[src/design/ctt_pkg.sv]
`timescale 1ns / 1ps
// ----------------------------------------------------------------------------
// ctt_pkg
// Types and codes shared by the cooperative task timer table.
// ----------------------------------------------------------------------------
package ctt_pkg;

	localparam int SLOTW   = 4;
	localparam int TASKW   = 8;
	localparam int CNTW    = 16;
	localparam int SLOTINW = 3;
	localparam int STATW   = 2;

	typedef enum logic [1:0] {
		FUNC_TICK     = 2'd0,
		FUNC_ADD      = 2'd1,
		FUNC_DELETE   = 2'd2,
		FUNC_DISPATCH = 2'd3
	} func_t;

	typedef enum logic [STATW-1:0] {
		ST_OK    = 2'd0,
		ST_FULL  = 2'd1,
		ST_EMPTY = 2'd2
	} status_t;

	typedef struct packed {
		logic             valid;
		logic [TASKW-1:0] task_id;
		logic [CNTW-1:0]  delay;
		logic [CNTW-1:0]  period;
		logic             run;
	} slot_rec_t;

endpackage

[src/design/ctt_cell.sv]
`timescale 1ns / 1ps
// ----------------------------------------------------------------------------
// ctt_cell
// One task slot of the ring; takes its neighbor's record on each shift.
// ----------------------------------------------------------------------------
module ctt_cell (
	input  logic               clk,
	input  logic               arst_n,
	input  logic               shift,
	input  ctt_pkg::slot_rec_t d,
	output ctt_pkg::slot_rec_t q
);

	ctt_pkg::slot_rec_t rec_q;

	always_ff @(posedge clk or negedge arst_n) begin
		if (!arst_n) begin
			rec_q <= '0;
		end else if (shift) begin
			rec_q <= d;
		end
	end

	assign q = rec_q;

endmodule

[src/design/cooperative_task_timer_table.sv]
`timescale 1ns / 1ps
// ----------------------------------------------------------------------------
// cooperative_task_timer_table
// Time-triggered cooperative task table built as a rotating ring of slots.
// ----------------------------------------------------------------------------
// Every input beat (tick, add, delete or dispatch) rotates the ring of
// MAX_TASKS slot cells once, one slot through the update logic at cell 0 per
// cycle, except that a step with a result ready waits while the output
// register still holds a beat that m_tready has not taken. A beat is taken
// only while the block is idle. The result of tick, add and delete, and of
// a dispatch with nothing due, is loaded in the final step; a dispatch emits
// one beat per due slot as that slot passes the head. A new beat is accepted
// once the rotation has finished.
module cooperative_task_timer_table #(
	parameter int MAX_TASKS = 8
) (
	input  logic        clk,
	input  logic        arst_n,
	input  logic        s_tvalid,
	output logic        s_tready,
	input  logic [47:0] s_tdata,  // task_ident, start_delay, period_in, slot_in
	input  logic [1:0]  s_tuser,  // func
	output logic        m_tvalid,
	input  logic        m_tready,
	output logic [15:0] m_tdata,  // slot_out, task_out, status
	output logic [0:0]  m_tuser,  // due
	output logic        m_tlast
);

	localparam int IDXW = (MAX_TASKS > 1) ? $clog2(MAX_TASKS) : 1;
	localparam int CMPW = (IDXW > ctt_pkg::SLOTINW) ? IDXW : ctt_pkg::SLOTINW;

	ctt_pkg::slot_rec_t cell_q [MAX_TASKS];
	ctt_pkg::slot_rec_t cell_d [MAX_TASKS];
	ctt_pkg::slot_rec_t rec_nx;
	ctt_pkg::slot_rec_t head;
	logic [MAX_TASKS-1:0] due_vec;

	logic                         busy_q;
	ctt_pkg::func_t               op_q;
	logic [ctt_pkg::TASKW-1:0]    ident_q;
	logic [ctt_pkg::CNTW-1:0]     sdelay_q;
	logic [ctt_pkg::CNTW-1:0]     period_q;
	logic [ctt_pkg::SLOTINW-1:0]  slot_in_q;
	logic [IDXW-1:0]              k_q;
	logic                         found_q;
	logic [ctt_pkg::SLOTW-1:0]    add_slot_q;
	logic                         emitted_q;

	logic                         m_valid_q;
	logic [ctt_pkg::SLOTW-1:0]    m_slot_q;
	logic [ctt_pkg::TASKW-1:0]    m_task_q;
	ctt_pkg::status_t             m_status_q;
	logic                         m_due_q;
	logic                         m_last_q;

	logic                         hit;
	logic                         last_step;
	logic                         later_due;
	logic                         emit;
	logic                         step;
	logic                         accept;
	logic [ctt_pkg::SLOTW-1:0]    r_slot;
	logic [ctt_pkg::TASKW-1:0]    r_task;
	ctt_pkg::status_t             r_status;
	logic                         r_due;
	logic                         r_last;

	// slot ring
	for (genvar i = 0; i < MAX_TASKS; i++) begin : g_cell
		if (i == MAX_TASKS - 1) begin : g_tail
			assign cell_d[i] = rec_nx;
		end else begin : g_mid
			assign cell_d[i] = cell_q[i+1];
		end
		assign due_vec[i] = cell_q[i].valid & cell_q[i].run;
		ctt_cell u_cell (
			.clk    (clk),
			.arst_n (arst_n),
			.shift  (step),
			.d      (cell_d[i]),
			.q      (cell_q[i])
		);
	end

	assign head      = cell_q[0];
	assign later_due = |(due_vec >> 1);
	assign last_step = (k_q == IDXW'(MAX_TASKS - 1));
	assign accept    = s_tvalid && s_tready;
	assign s_tready  = !busy_q;

	// update of the slot at the head of the ring
	always_comb begin
		rec_nx = head;
		hit    = 1'b0;
		case (op_q)
			ctt_pkg::FUNC_TICK: begin
				if (head.valid) begin
					if (head.delay == '0) begin
						rec_nx.run = 1'b1;
						if (head.period != '0) begin
							rec_nx.delay = head.period;
						end
					end else begin
						rec_nx.delay = head.delay - ctt_pkg::CNTW'(1);
					end
				end
			end
			ctt_pkg::FUNC_ADD: begin
				if (!found_q && !head.valid) begin
					rec_nx.valid   = 1'b1;
					rec_nx.task_id = ident_q;
					rec_nx.delay   = sdelay_q;
					rec_nx.period  = period_q;
					rec_nx.run     = 1'b0;
					hit            = 1'b1;
				end
			end
			ctt_pkg::FUNC_DELETE: begin
				if (head.valid && (CMPW'(slot_in_q) == CMPW'(k_q))) begin
					rec_nx = '0;
					hit    = 1'b1;
				end
			end
			ctt_pkg::FUNC_DISPATCH: begin
				if (head.valid && head.run) begin
					rec_nx.run = 1'b0;
					if (head.period == '0) begin
						rec_nx = '0;
					end
					hit = 1'b1;
				end
			end
			default: begin
				rec_nx = head;
			end
		endcase
	end

	// result of the current step
	always_comb begin
		r_slot   = '0;
		r_task   = '0;
		r_status = ctt_pkg::ST_OK;
		r_due    = 1'b0;
		r_last   = 1'b1;
		case (op_q)
			ctt_pkg::FUNC_ADD: begin
				if (found_q) begin
					r_slot = add_slot_q;
				end else if (hit) begin
					r_slot = ctt_pkg::SLOTW'(k_q);
				end else begin
					r_slot   = ctt_pkg::SLOTW'(MAX_TASKS);
					r_status = ctt_pkg::ST_FULL;
				end
			end
			ctt_pkg::FUNC_DELETE: begin
				r_slot = ctt_pkg::SLOTW'(slot_in_q);
				if (!(found_q || hit)) begin
					r_status = ctt_pkg::ST_EMPTY;
				end
			end
			ctt_pkg::FUNC_DISPATCH: begin
				if (hit) begin
					r_slot = ctt_pkg::SLOTW'(k_q);
					r_task = head.task_id;
					r_due  = 1'b1;
					r_last = !later_due;
				end
			end
			default: begin
				r_slot = '0;
			end
		endcase
	end

	always_comb begin
		if (op_q == ctt_pkg::FUNC_DISPATCH) begin
			emit = busy_q && (hit || (last_step && !emitted_q));
		end else begin
			emit = busy_q && last_step;
		end
		step = busy_q && (!emit || !m_valid_q || m_tready);
	end

	always_ff @(posedge clk or negedge arst_n) begin
		if (!arst_n) begin
			busy_q     <= 1'b0;
			op_q       <= ctt_pkg::FUNC_TICK;
			k_q        <= '0;
			found_q    <= 1'b0;
			emitted_q  <= 1'b0;
			add_slot_q <= '0;
		end else if (accept) begin
			busy_q    <= 1'b1;
			op_q      <= ctt_pkg::func_t'(s_tuser);
			k_q       <= '0;
			found_q   <= 1'b0;
			emitted_q <= 1'b0;
		end else if (step) begin
			if (hit) begin
				found_q    <= 1'b1;
				emitted_q  <= 1'b1;
				add_slot_q <= ctt_pkg::SLOTW'(k_q);
			end
			if (last_step) begin
				busy_q <= 1'b0;
				k_q    <= '0;
			end else begin
				k_q <= k_q + IDXW'(1);
			end
		end
	end

	always_ff @(posedge clk) begin
		if (accept) begin
			ident_q   <= s_tdata[7:0];
			sdelay_q  <= s_tdata[23:8];
			period_q  <= s_tdata[39:24];
			slot_in_q <= s_tdata[42:40];
		end
	end

	// output register
	always_ff @(posedge clk or negedge arst_n) begin
		if (!arst_n) begin
			m_valid_q <= 1'b0;
		end else if (step && emit) begin
			m_valid_q <= 1'b1;
		end else if (m_tready) begin
			m_valid_q <= 1'b0;
		end
	end

	always_ff @(posedge clk) begin
		if (step && emit) begin
			m_slot_q   <= r_slot;
			m_task_q   <= r_task;
			m_status_q <= r_status;
			m_due_q    <= r_due;
			m_last_q   <= r_last;
		end
	end

	assign m_tvalid   = m_valid_q;
	assign m_tdata    = {2'b00, m_status_q, m_task_q, m_slot_q};
	assign m_tuser[0] = m_due_q;
	assign m_tlast    = m_last_q;

	a_idle_index: assert property (@(posedge clk) disable iff (!arst_n)
		!busy_q |-> (k_q == '0))
		else $error("ring index not at zero while idle");

	a_beat_from_walk: assert property (@(posedge clk) disable iff (!arst_n)
		$rose(m_valid_q) |-> $past(busy_q))
		else $error("result beat loaded outside a walk");

	a_hold_beat: assert property (@(posedge clk) disable iff (!arst_n)
		(m_valid_q && !m_tready) |=>
			(m_valid_q && $stable(m_tdata) && $stable(m_tuser) && $stable(m_tlast)))
		else $error("result beat changed while stalled");

	a_due_ok: assert property (@(posedge clk) disable iff (!arst_n)
		(m_valid_q && m_due_q) |-> (m_status_q == ctt_pkg::ST_OK))
		else $error("due beat with error status");

endmodule

[config.mk]
export PLATFORM = sky130hd
export DESIGN_NAME = cooperative_task_timer_table
export DESIGN_NICKNAME = d
export VERILOG_FILES = /design/src/design/ctt_pkg.sv /design/src/design/ctt_cell.sv /design/src/design/cooperative_task_timer_table.sv
export SDC_FILE = /design/constraint.sdc
export NUM_CORES = 1
export LEC_CHECK = 0
export BUFFER_PORTS_ARGS = -buffer_cell sky130_fd_sc_hd__buf_4
export CAP_MARGIN = 10
export CORE_ASPECT_RATIO = 1.1
export CORE_MARGIN = 2
export CORE_UTILIZATION = 45
export CTS_CLUSTER_SIZE = 40
export DETAILED_ROUTE_END_ITERATION = 8
export GPL_TIMING_DRIVEN = 0
export PLACE_DENSITY = 0.66
export SYNTH_ARGS = -nofsm -noshare
export SYNTH_HDL_FRONTEND = slang
export SYNTH_SLANG_ARGS = --single-unit
[constraint.sdc]
create_clock -name clk -period 4.27 [get_ports clk]
set_input_delay 0.427 -clock clk [delete_from_list [all_inputs] [get_ports clk]]
set_output_delay 0.427 -clock clk [all_outputs]
set_load 0.005 [all_outputs]
==> results of run 1 <==
## cells by family (layout without fill, tap and decap cells)
kind of cell | after synthesis | count (layout) | synth area share (%)
muxes | 8 | 8 | 0.5397
and+or+nand+nor | 1014 | 1014 | 25.02
DFF | 406 | 406 | 64.43
AOI/OAI and AO/OA | 138 | 138 | 6.384
adders and majority gates | 7 | 7 | 0.5397
xor gates and xnor gates | 4 | 4 | 0.2159
other | 1 | 2 | 0.02311
buffers and inverters | 109 | 254 | 2.845
## registers in the layout, summed over array words and instances, names as in the netlist, 2 cells and up
signal	cells
m_slot_q	4
m_task_q	8
ident_q	8
add_slot_q	3
op_q	2
m_status_q	2
g_cell.u_cell.q	336
k_q	3
sdelay_q	16
slot_in_q	3
period_q	16
## worst max-delay path, stage by stage, from the launching register on
cell	delay, ns
dfrtp_1	0.46
ha_1	0.24
ha_1	0.22
a21boi_0	0.17
a31oi_1	0.36
o211ai_2	0.21
buf_2	0.25
buf_1	0.39
nor2_2	0.70
buf_8	0.24
## final timing paths
path / from / to / slack, ns / cells after the start
worst min-delay path: s_tdata[33] / period_q[9] / 0.05 / 1
worst max register to register: k_q[0] / m_task_q[6] / 0.73 / 9
worst min register to register: g_cell[5].u_cell.q[18] / g_cell[4].u_cell.q[18] / 0.46 / 2
max in group asynchronous: arst_n / g_cell[3].u_cell.q[8] / 2.20 / 4
worst max-delay path: k_q[0] / m_task_q[6] / 0.73 / 9
min in group asynchronous: arst_n / add_slot_q[0] / 0.48 / 2
## final cells by class
cell class	instances	area [µm²]	share of cell area [%]
buffer	96	412.9	2.195
clock buffer	59	1175	6.245
clock inverter	16	221.5	1.177
inverter	13	48.80	0.2594
multi-input combinational	1173	5316	28.26
sequential	406	10460	55.57
tap	481	601.8	3.199
timing repair buffer	70	583.1	3.099
## power by group
group	leakage [nW]	switching [mW]	internal, mW
sequential	5.16	1.05	5.32
clock	0.691	1.51	2.23
combinational	3.85	3.10	1.37
## routing by layer
layer | GRT usage (%) | part of all wire [%]
met1 | 33.16 | 45
met2 | 38.04 | 46
met3 | 3.679 | 5.4
met4 | 8.957 | 3.7
met5 | 0 | 0
## cell usage after synthesis, types with 13 or more instances
cell type	number	area, µm²
a21oi_1	19	95.09
a221o_1	25	250.2
and3_1	34	212.7
buf_2	29	145.1
clkbuf_1	57	214.0
dfrtp_1	347	8683
edfxtp_1	59	1772
inv_1	13	48.80
nand2_1	897	3367
nand3_1	16	80.08
nor2_1	27	101.4
o21ai_0	22	110.1
## through the flow
step / instances / power (mW) / instance area (µm²) / hold WS (ns)
2_1_floorplan: 1688 / 8.946 / 16230 / 0.1314
3_3_place_gp: 2235 / 10.71 / 17330 / 0.4465
3_5_place_dp: 2238 / 10.84 / 17410 / 0.4503
4_1_cts: 2314 / 14.62 / 18810 / 0.03117
5_1_grt: 2314 / 15.47 / 18810 / 0.04020
6_report: 2314 / 14.57 / 18810 / 0.05315
## timing repair
| action | 4_1_cts | 5_1_grt |
|---|---|---|
| resized for setup | 0 | 0 |
| endpoints found under the hold margin | 15 | 0 |
| setup buffers | 0 | 0 |
| hold buffers | 1 | 0 |
==> impl_metrics.py, run 1 <==
metrics = {
    "power_and_ir_drop": {
        "p_leak_nw": 9.692,
        "p_per_area_mw_per_mm2": 774.3,
        "max-vdd-ir-drop_mv": 0.3976,
    },
    "global_route": {
        "grt_use_total_pct": 23.84,
        "grt_pass1_vias": 12070,
        "grt_overflow": 0,
        "grt_max_degree": 125,
        "antenna_found_initial": 0,
        "grt_pass1_wl_mm": 68.33,
    },
    "worst_setup_path": {
        "path_class": "register to register",
        "cp.required_ns": 4.52,
        "cp.arrival_ns": 3.79,
        "start_kind": "register",
        "worst-path-max-fanout": 10,
        "endpoint_kind": "register",
    },
    "flow_run": {
        "drv_cap": 0,
    },
    "run_status": {
        "status": "complete, no violations",
    },
    "placement": {
        "dp_hpwl_mm": 30.16,
        "port_buffers": 66,
        "gp_congestion": 0.9406,
        "pre_cts_ws_ns": 0.7656,
    },
    "clock_tree": {
        "cts_buffer_depth": 3,
        "cts_inserted_buffers": 41,
        "h-tree-depth": 2,
        "cts_root_buf": "clkbuf_16",
        "clkSlewWorstSetupHoldPaths_ns": 0.07,
        "clk_latency_ns": 0.55,
        "cts_tree": "yes",
        "clkSinkCount": 406,
    },
    "die": {
        "start_util_pct": 45.95,
        "die_area_mm2": 0.03760,
        "dieHeight_um": 203.2,
        "io_pins": 74,
        "coreArea_mm2": 0.03531,
        "die_w_um": 185.1,
        "rows": 72,
    },
    "yosys": {
        "yosysSeqAreaShare_pct": 64.43,
        "avgSynthCellArea_um2": 9.619,
        "synth_cells": 1687,
        "synth_ff_type": "dfrtp_1",
        "yosysWarnings": 0,
        "ys_seq_elements": 406,
        "synth_edf_count": 59,
        "async_flop_share_pct": 85.47,
        "syn-cell-area_mm2": 0.01623,
        "synth.distinct_cells": 73,
    },
    "sta": {
        "period_share_pct": 82.99,
        "tightest_slew_ns": 0.9558,
        "fin_setup_tns_ns": 0,
        "rsz0062_at_grt": "false",
        "setup_viol": 0,
        "skew_ns": 0.01516,
        "layout_min_cycle_time_ns": 3.544,
        "finalHoldViolCount": 0,
        "drv_slew": 0,
        "relSlewSlack_pct": 36.19,
        "setup_ws_ns": 0.7264,
        "fmax_mhz": 282.2,
    },
    "layout": {
        "final_core_util_pct": 53.28,
        "layout.nets": 1862,
        "area_delta_synth_final_pct": 15.95,
        "layout_common_cells": "nand2_1, dfrtp_1, clkbuf_1",
        "mostFrequentLayoutCell": "nand2_1",
        "antenna_cells": 0,
        "fillers": 3253,
        "drive_gt1_share_pct": 10.04,
    },
    "worst_hold_path": {
        "worstHoldPathType": "input pin to register",
    },
    "route": {
        "post_drt_wl_per_cell_um": 18.61,
        "route.detailed.drc": 0,
        "routed_via_density": 5.211,
        "vias": 12060,
        "ant_nets": 0,
        "totalWireLength_mm": 43.08,
        "drtIter0Drc": 984,
        "firstDrtPassIters": 6,
    },
}
No activity file was read; power rests on OpenSTA's default activity.
==> run 2: changes to the inputs <==
- PLACE_DENSITY: 0.66 -> 0.69
- clock period: 4.27 -> 3 ns (I/O delays scaled with it)
==> run 2 against run 1 <==
Worst setup slack got worse by 0.59 ns. Final area up 3.2%. Register-to-register slack got worse by 0.59 ns. Sequential share of layout area is 1.7 points lower. Routed wire length decreased by 1.1%. Largest cell class unchanged. First-iteration DRC count is 9.8% higher. Via count rose by 2.3%. Clock skew grew 0.0064 ns. Die area stayed put. Critical path type unchanged. Combinational power up 47%.
==> impl_metrics.py, run 2 (synthesis gave the netlist of run 1 again) <==
metrics = {
    "route": {
        "drtIter0Drc": 1080,
        "ant_nets": 0,
        "routed_via_density": 5.225,
        "post_drt_wl_per_cell_um": 18.04,
        "totalWireLength_mm": 42.58,
        "firstDrtPassIters": 5,
        "route.detailed.drc": 0,
        "vias": 12330,
    },
    "sta": {
        "finalHoldViolCount": 0,
        "skew_ns": 0.02157,
        "fin_setup_tns_ns": 0,
        "tightest_slew_ns": 0.8967,
        "setup_viol": 0,
        "fmax_mhz": 349.3,
        "layout_min_cycle_time_ns": 2.863,
        "rsz0062_at_grt": "false",
        "drv_slew": 0,
        "relSlewSlack_pct": 40.13,
        "period_share_pct": 95.43,
    },
    "die": {
        "rows": 72,
        "coreArea_mm2": 0.03531,
        "dieHeight_um": 203.2,
        "die_area_mm2": 0.03760,
        "die_w_um": 185.1,
        "io_pins": 74,
        "start_util_pct": 45.95,
    },
    "worst_hold_path": {
        "worstHoldPathType": "input pin to register",
    },
    "worst_setup_path": {
        "worst-path-max-fanout": 10,
        "path_class": "register to register",
        "cp.buffers_inverters": 3,
        "cp_slowest_cell": "dfrtp_1",
        "cp.arrival_ns": 3.35,
        "slowest_delay_ns": 0.44,
        "start_kind": "register",
        "path_delay_family": "buffers and inverters",
        "path_cells": "ha_1 -> ha_1 -> a21boi_0 -> a31oi_2 -> o211a_1 -> buf_2 -> clkbuf_2 -> clkbuf_1 -> nand2_1 -> nand2_1",
        "cp.required_ns": 3.49,
        "endpoint_kind": "register",
    },
    "layout": {
        "stdcell_count": 2360,
        "drive_gt1_share_pct": 12.25,
        "layout.nets": 1908,
        "area_delta_synth_final_pct": 19.69,
        "final_core_util_pct": 55.00,
        "mostFrequentLayoutCell": "nand2_1",
        "layout_common_cells": "nand2_1, dfrtp_1, buf_4",
        "fillers": 3115,
        "largest_reg_flops": 336,
    },
    "clock_tree": {
        "cts_buffer_depth": 3,
        "cts_root_buf": "clkbuf_16",
        "clkSinkCount": 406,
        "clk_latency_ns": 0.56,
        "cts_tree": "yes",
        "cts_inserted_buffers": 40,
        "clkSlewWorstSetupHoldPaths_ns": 0.06,
        "h-tree-depth": 2,
    },
    "power_and_ir_drop": {
        "p_per_area_mw_per_mm2": 1079,
        "p_clk_share_pct": 25.6,
        "p_sw_mw": 8.055,
        "p_int_mw": 12.89,
        "p_leak_nw": 10.02,
        "p_comb_share_pct": 31.3,
        "max-vdd-ir-drop_mv": 0.6551,
        "switching_share_pct": 38.45,
        "pwr-share-seq_pct": 43.1,
    },
    "placement": {
        "port_buffers": 66,
        "dp_hpwl_mm": 29.74,
        "placed_cells": 2239,
        "gp_congestion": 0.9493,
    },
    "global_route": {
        "grt_overflow": 0,
        "grt_max_degree": 103,
        "grt_pass1_vias": 12310,
        "antenna_found_initial": 0,
        "grt_pass1_wl_mm": 67.49,
        "grt_use_total_pct": 23.38,
    },
    "flow_run": {
        "drv_cap": 0,
    },
    "run_status": {
        "status": "complete, no violations",
    },
}
==> run 2: cell types whose count changed in the layout (fill, tap and decap cells not counted), moves of 2 or more <==
| cell | delta |
|---|---|
| clkbuf_2 | +39 |
| clkinv_2 | -7 |
| clkbuf_1 | -41 |
| clkbuf_8 | +11 |
| bufinv_16 | -2 |
| dlygate4sd3_1 | +45 |
| nor2_1 | -2 |
==> run 2: area by class of cell <==
cell class | count | area (µm²) | share of cell area [%]
plain buffers | 96 | 461.7 | 2.377
clock buffers | 67 | 1315 | 6.771
repair buffers | 117 | 1081 | 5.566
clock inverters | 6 | 118.9 | 0.6120
multi-input cells | 1173 | 5336 | 27.48
flip-flops and latches | 406 | 10460 | 53.83
inverters | 13 | 48.80 | 0.2513
well taps | 481 | 601.8 | 3.099
diodes | 1 | 2.502 | 0.01288
==> run 2: repair_timing <==
action	CTS	global route
endpoints found under the setup margin	316	253
endpoints found under the hold margin	118	0
gates resized for setup	20	43
setup buffers	1	0
pin swaps	1	1
hold buffers	46	0
==> run 2: per-stage QoR <==
stage	hold WS, ns	worst slack, ns	total power, mW	area [µm²]
finish	0.03518	0.1372	20.95	19420
global route	0.04111	0.004159	22.19	19420
CTS	0.02337	0.008639	20.92	19380
detailed placement	0.3078	-0.3997	15.44	17440
global placement	0.4443	-1.583	15.21	17330
floorplan	0.004409	0.03125	12.73	16230
==> run 2: final timing paths <==
| check | slack, ns | cells after the start | endpoint | start |
|---|---|---|---|---|
| max reg2reg | 0.14 | 10 | g_cell[6].u_cell.q[10] | k_q[0] |
| min in group asynchronous | 0.31 | 2 | add_slot_q[2] | arst_n |
| max in group asynchronous | 1.44 | 4 | g_cell[4].u_cell.q[12] | arst_n |
| min reg2reg | 0.46 | 2 | g_cell[3].u_cell.q[5] | g_cell[4].u_cell.q[5] |
| max | 0.14 | 10 | g_cell[6].u_cell.q[10] | k_q[0] |
| min | 0.04 | 3 | busy_q | s_tvalid |
==> run 2: worst register-to-register path, delay by kind of cell, from the launching register on <==
| kind | cells | cell delay, ns |
|---|---|---|
| adder cells (fa/ha/maj) | 2 | 0.48 |
| AND/OR/NAND/NOR | 2 | 0.19 |
| buffers and inverters | 3 | 1.06 |
| AO/OA/AOI/OAI | 3 | 0.64 |
| flip-flops | 1 | 0.44 |
==> run 2: power groups by stage <==
| stage | registers [mW] | logic, mW | clock network, mW |
|---|---|---|---|
| 3_3_place_gp | 9.04 | 6.18 | 0 |
| 5_1_grt | 9.23 | 7.32 | 5.64 |
| 6_report | 9.03 | 6.56 | 5.36 |
| 2_1_floorplan | 8.49 | 4.25 | 0 |
| 4_1_cts | 9.00 | 6.52 | 5.41 |
| 3_5_place_dp | 9.06 | 6.38 | 0 |
==> run 2: metal layers <==
metal	vias up	GRT usage, %	wire length [µm]
li1	5798	-	-
met5	-	0	0
met1	6053	32.00	18490
met3	100	3.696	2492
met4	0	8.957	1584
met2	380	37.73	20020
==> run 3: changes to the inputs <==
- ABC_AREA: default -> 1
==> run 3 against run 2 <==
Synthesized area up 5.2%. Critical path type unchanged. Clock power down 6.7%. Largest power group unchanged. Power up 1.6%. Synthesized cell count up 21%. Clock skew down 0.011 ns. Highest routed layer unchanged.
==> impl_metrics.py, run 3 <==
metrics = {
    "run_status": {
        "status": "complete, no violations",
    },
    "sta": {
        "fin_setup_tns_ns": 0,
        "layout_min_cycle_time_ns": 2.768,
        "relSlewSlack_pct": 45.73,
        "period_share_pct": 92.28,
        "rsz0062_at_grt": "false",
        "hold_ws_ns": 0.07839,
        "tightest_slew_ns": 0.8111,
        "fmax_mhz": 361.2,
        "skew_ns": 0.01039,
        "setup_viol": 0,
        "drv_slew": 0,
        "finalHoldViolCount": 0,
    },
    "route": {
        "vias": 13460,
        "ant_nets": 0,
        "drtIter0Drc": 931,
        "post_drt_wl_per_cell_um": 15.95,
        "totalWireLength_mm": 43.49,
        "route.detailed.drc": 0,
        "routed_via_density": 4.936,
        "firstDrtPassIters": 5,
    },
    "clock_tree": {
        "ctsResizeCount": 0,
        "cts_tree": "yes",
        "clkSinkCount": 406,
        "cts_root_buf": "clkbuf_16",
        "cts_buffer_depth": 3,
        "clk_latency_ns": 0.54,
        "cts_inserted_buffers": 42,
        "h-tree-depth": 2,
        "clkSlewWorstSetupHoldPaths_ns": 0.06,
    },
    "yosys": {
        "yosysMostFrequentCell": "nand2_1",
        "synth.distinct_cells": 33,
        "yosysSeqAreaShare_pct": 61.26,
        "yosysWarnings": 0,
        "synth_top_area_share_pct": 50.88,
        "synth_top_area_cell": "dfrtp_1",
        "synth_ff_type": "dfrtp_1",
        "syn-cell-area_mm2": 0.01707,
        "synth_edf_count": 59,
        "synthTopCellsByArea": "dfrtp_1, nand2_1, edfxtp_1",
        "ys_seq_elements": 406,
        "synth_common_cells": "nand2_1, dfrtp_1, inv_1",
        "async_flop_share_pct": 85.47,
        "synth_cells": 2040,
        "avgSynthCellArea_um2": 8.366,
    },
    "worst_setup_path": {
        "path_class": "register to register",
        "cp_slowest_cell": "buf_2",
        "cp.buffers_inverters": 4,
        "worst-path-max-fanout": 10,
        "path_delay_family": "buffers and inverters",
        "cp.arrival_ns": 3.25,
        "r2r_start": "op_q[1]",
        "start_kind": "register",
        "endpoint_kind": "register",
        "path_cells": "inv_1 -> ha_1 -> nand2_1 -> o21ai_0 -> inv_1 -> nand2_1 -> nand3_2 -> nand2_2 -> a21oi_2 -> buf_2 -> buf_2 -> nand2_1 -> nand2_1",
        "slowest_delay_ns": 0.45,
        "cp.required_ns": 3.48,
        "cp-startpoint": "op_q[1]",
        "cpMostUsedCell": "nand2_1",
    },
    "power_and_ir_drop": {
        "max-vdd-ir-drop_mv": 0.4981,
        "switching_share_pct": 40.99,
        "p_comb_share_pct": 36.9,
        "p_per_area_mw_per_mm2": 1059,
        "p_int_mw": 12.56,
        "p_sw_mw": 8.726,
        "p_clk_share_pct": 23.5,
        "p_leak_nw": 10.92,
        "pwr-share-seq_pct": 39.6,
    },
    "die": {
        "die_area_mm2": 0.03950,
        "rows": 74,
        "start_util_pct": 45.74,
        "die_w_um": 189.7,
        "io_pins": 74,
        "coreArea_mm2": 0.03731,
        "dieHeight_um": 208.3,
    },
    "placement": {
        "gp_congestion": 0.8726,
        "dp_hpwl_mm": 29.95,
        "port_buffers": 66,
        "placed_cell_area_mm2": 0.01832,
    },
    "layout": {
        "layout.nets": 2264,
        "multi_input_area_mm2": 0.005812,
        "mostFrequentLayoutCell": "nand2_1",
        "area_delta_synth_final_pct": 17.75,
        "final_core_util_pct": 53.86,
        "fin_area_mm2": 0.02010,
        "layout_common_cells": "nand2_1, dfrtp_1, inv_1",
        "fillers": 3430,
        "ff_latch_area_mm2": 0.01046,
        "largest_reg_flops": 336,
        "antenna_cells": 0,
        "drive_gt1_share_pct": 9.673,
    },
    "global_route": {
        "antenna_found_initial": 2,
        "grt_pass1_vias": 13750,
        "grt_overflow": 0,
        "grt_max_degree": 121,
        "grt_pass1_wl_mm": 70.90,
        "grt_use_total_pct": 22.79,
    },
    "flow_run": {
        "drv_cap": 0,
    },
    "worst_hold_path": {
        "worstHoldPathType": "input pin to register",
        "min_from": "s_tvalid",
    },
}
run 3: cell types whose count changed after synthesis, sizes merged, moves of 12 or more:
cell	delta
nand2	+375
inv	+58
nand3	+44
nor2	+39
buf	+38
clkbuf	-37
and3	-34
a221o	-25
a21oi	-12
run 3: per-layer routing:
metal	part of all wire [%]	vias up	global-route usage (%)
li1	-	6556	-
met4	4.0	0	9.409
met1	42	6493	28.97
met5	0	-	0
met3	4.4	99	3.171
met2	49	313	39.18
run 3: repair_timing:
item | CTS | global route
endpoints found under the setup margin | 0 | 0
setup buffers | 0 | 0
hold endpoints to repair | 83 | 0
hold buffers | 47 | 0
run 3: cells by family (layout without fill, tap and decap cells):
logic type / count (synthesis) / in the layout / share of synthesized area, %
and+or+nand+nor: 1415 / 1415 / 31.93
DFF: 406 / 406 / 61.26
buffers and inverters: 170 / 362 / 4.772
AOI/OAI and AO/OA: 33 / 33 / 1.092
xor gates and xnor gates: 8 / 8 / 0.4105
adders and majority gates: 7 / 7 / 0.5131
other: 1 / 2 / 0.02197
run 3: worst min-delay path: stages:
cell	delay, ns
buf_4	0.08
inv_1	0.06
nand2_1	0.06
nand2_1	0.05
inv_1	0.04
run 3: final timing paths:
| check | end | slack [ns] | cells after the start |
|---|---|---|---|
| worst max-delay path | g_cell[5].u_cell.q[28] | 0.23 | 13 |
| min in group asynchronous | add_slot_q[0] | 0.21 | 2 |
| worst max register to register | g_cell[5].u_cell.q[28] | 0.23 | 13 |
| worst min-delay path | busy_q | 0.08 | 5 |
| worst min register to register | g_cell[2].u_cell.q[5] | 0.46 | 2 |
| max in group asynchronous | g_cell[7].u_cell.q[9] | 1.34 | 4 |
run 3: layout make-up:
cell class | instances | share of cell area (%)
tap | 494 | 3.076
buffer | 97 | 2.690
inverter | 73 | 1.363
clock buffer | 64 | 6.045
clock inverter | 10 | 0.4545
timing repair buffer | 118 | 5.429
sequential | 406 | 52.02
multi-input combinational | 1465 | 28.92
run 3: power groups by stage:
stage | sequential, mW | combinational, mW | clock, mW
6_report | 8.43 | 7.85 | 5.00
5_1_grt | 8.63 | 8.88 | 5.33
4_1_cts | 8.43 | 7.89 | 5.09
3_5_place_dp | 8.50 | 7.79 | 0
3_3_place_gp | 8.49 | 7.61 | 0
2_1_floorplan | 8.13 | 5.31 | 0
run 3: metrics by stage:
stage / instances / setup slack, ns / power [mW]
5_1_grt: 2727 / 0.04633 / 22.83
3_5_place_dp: 2606 / 0.2739 / 16.30
2_1_floorplan: 2041 / 0.5742 / 13.44
6_report: 2727 / 0.2317 / 21.29
4_1_cts: 2727 / 0.2378 / 21.41
3_3_place_gp: 2601 / -1.589 / 16.09
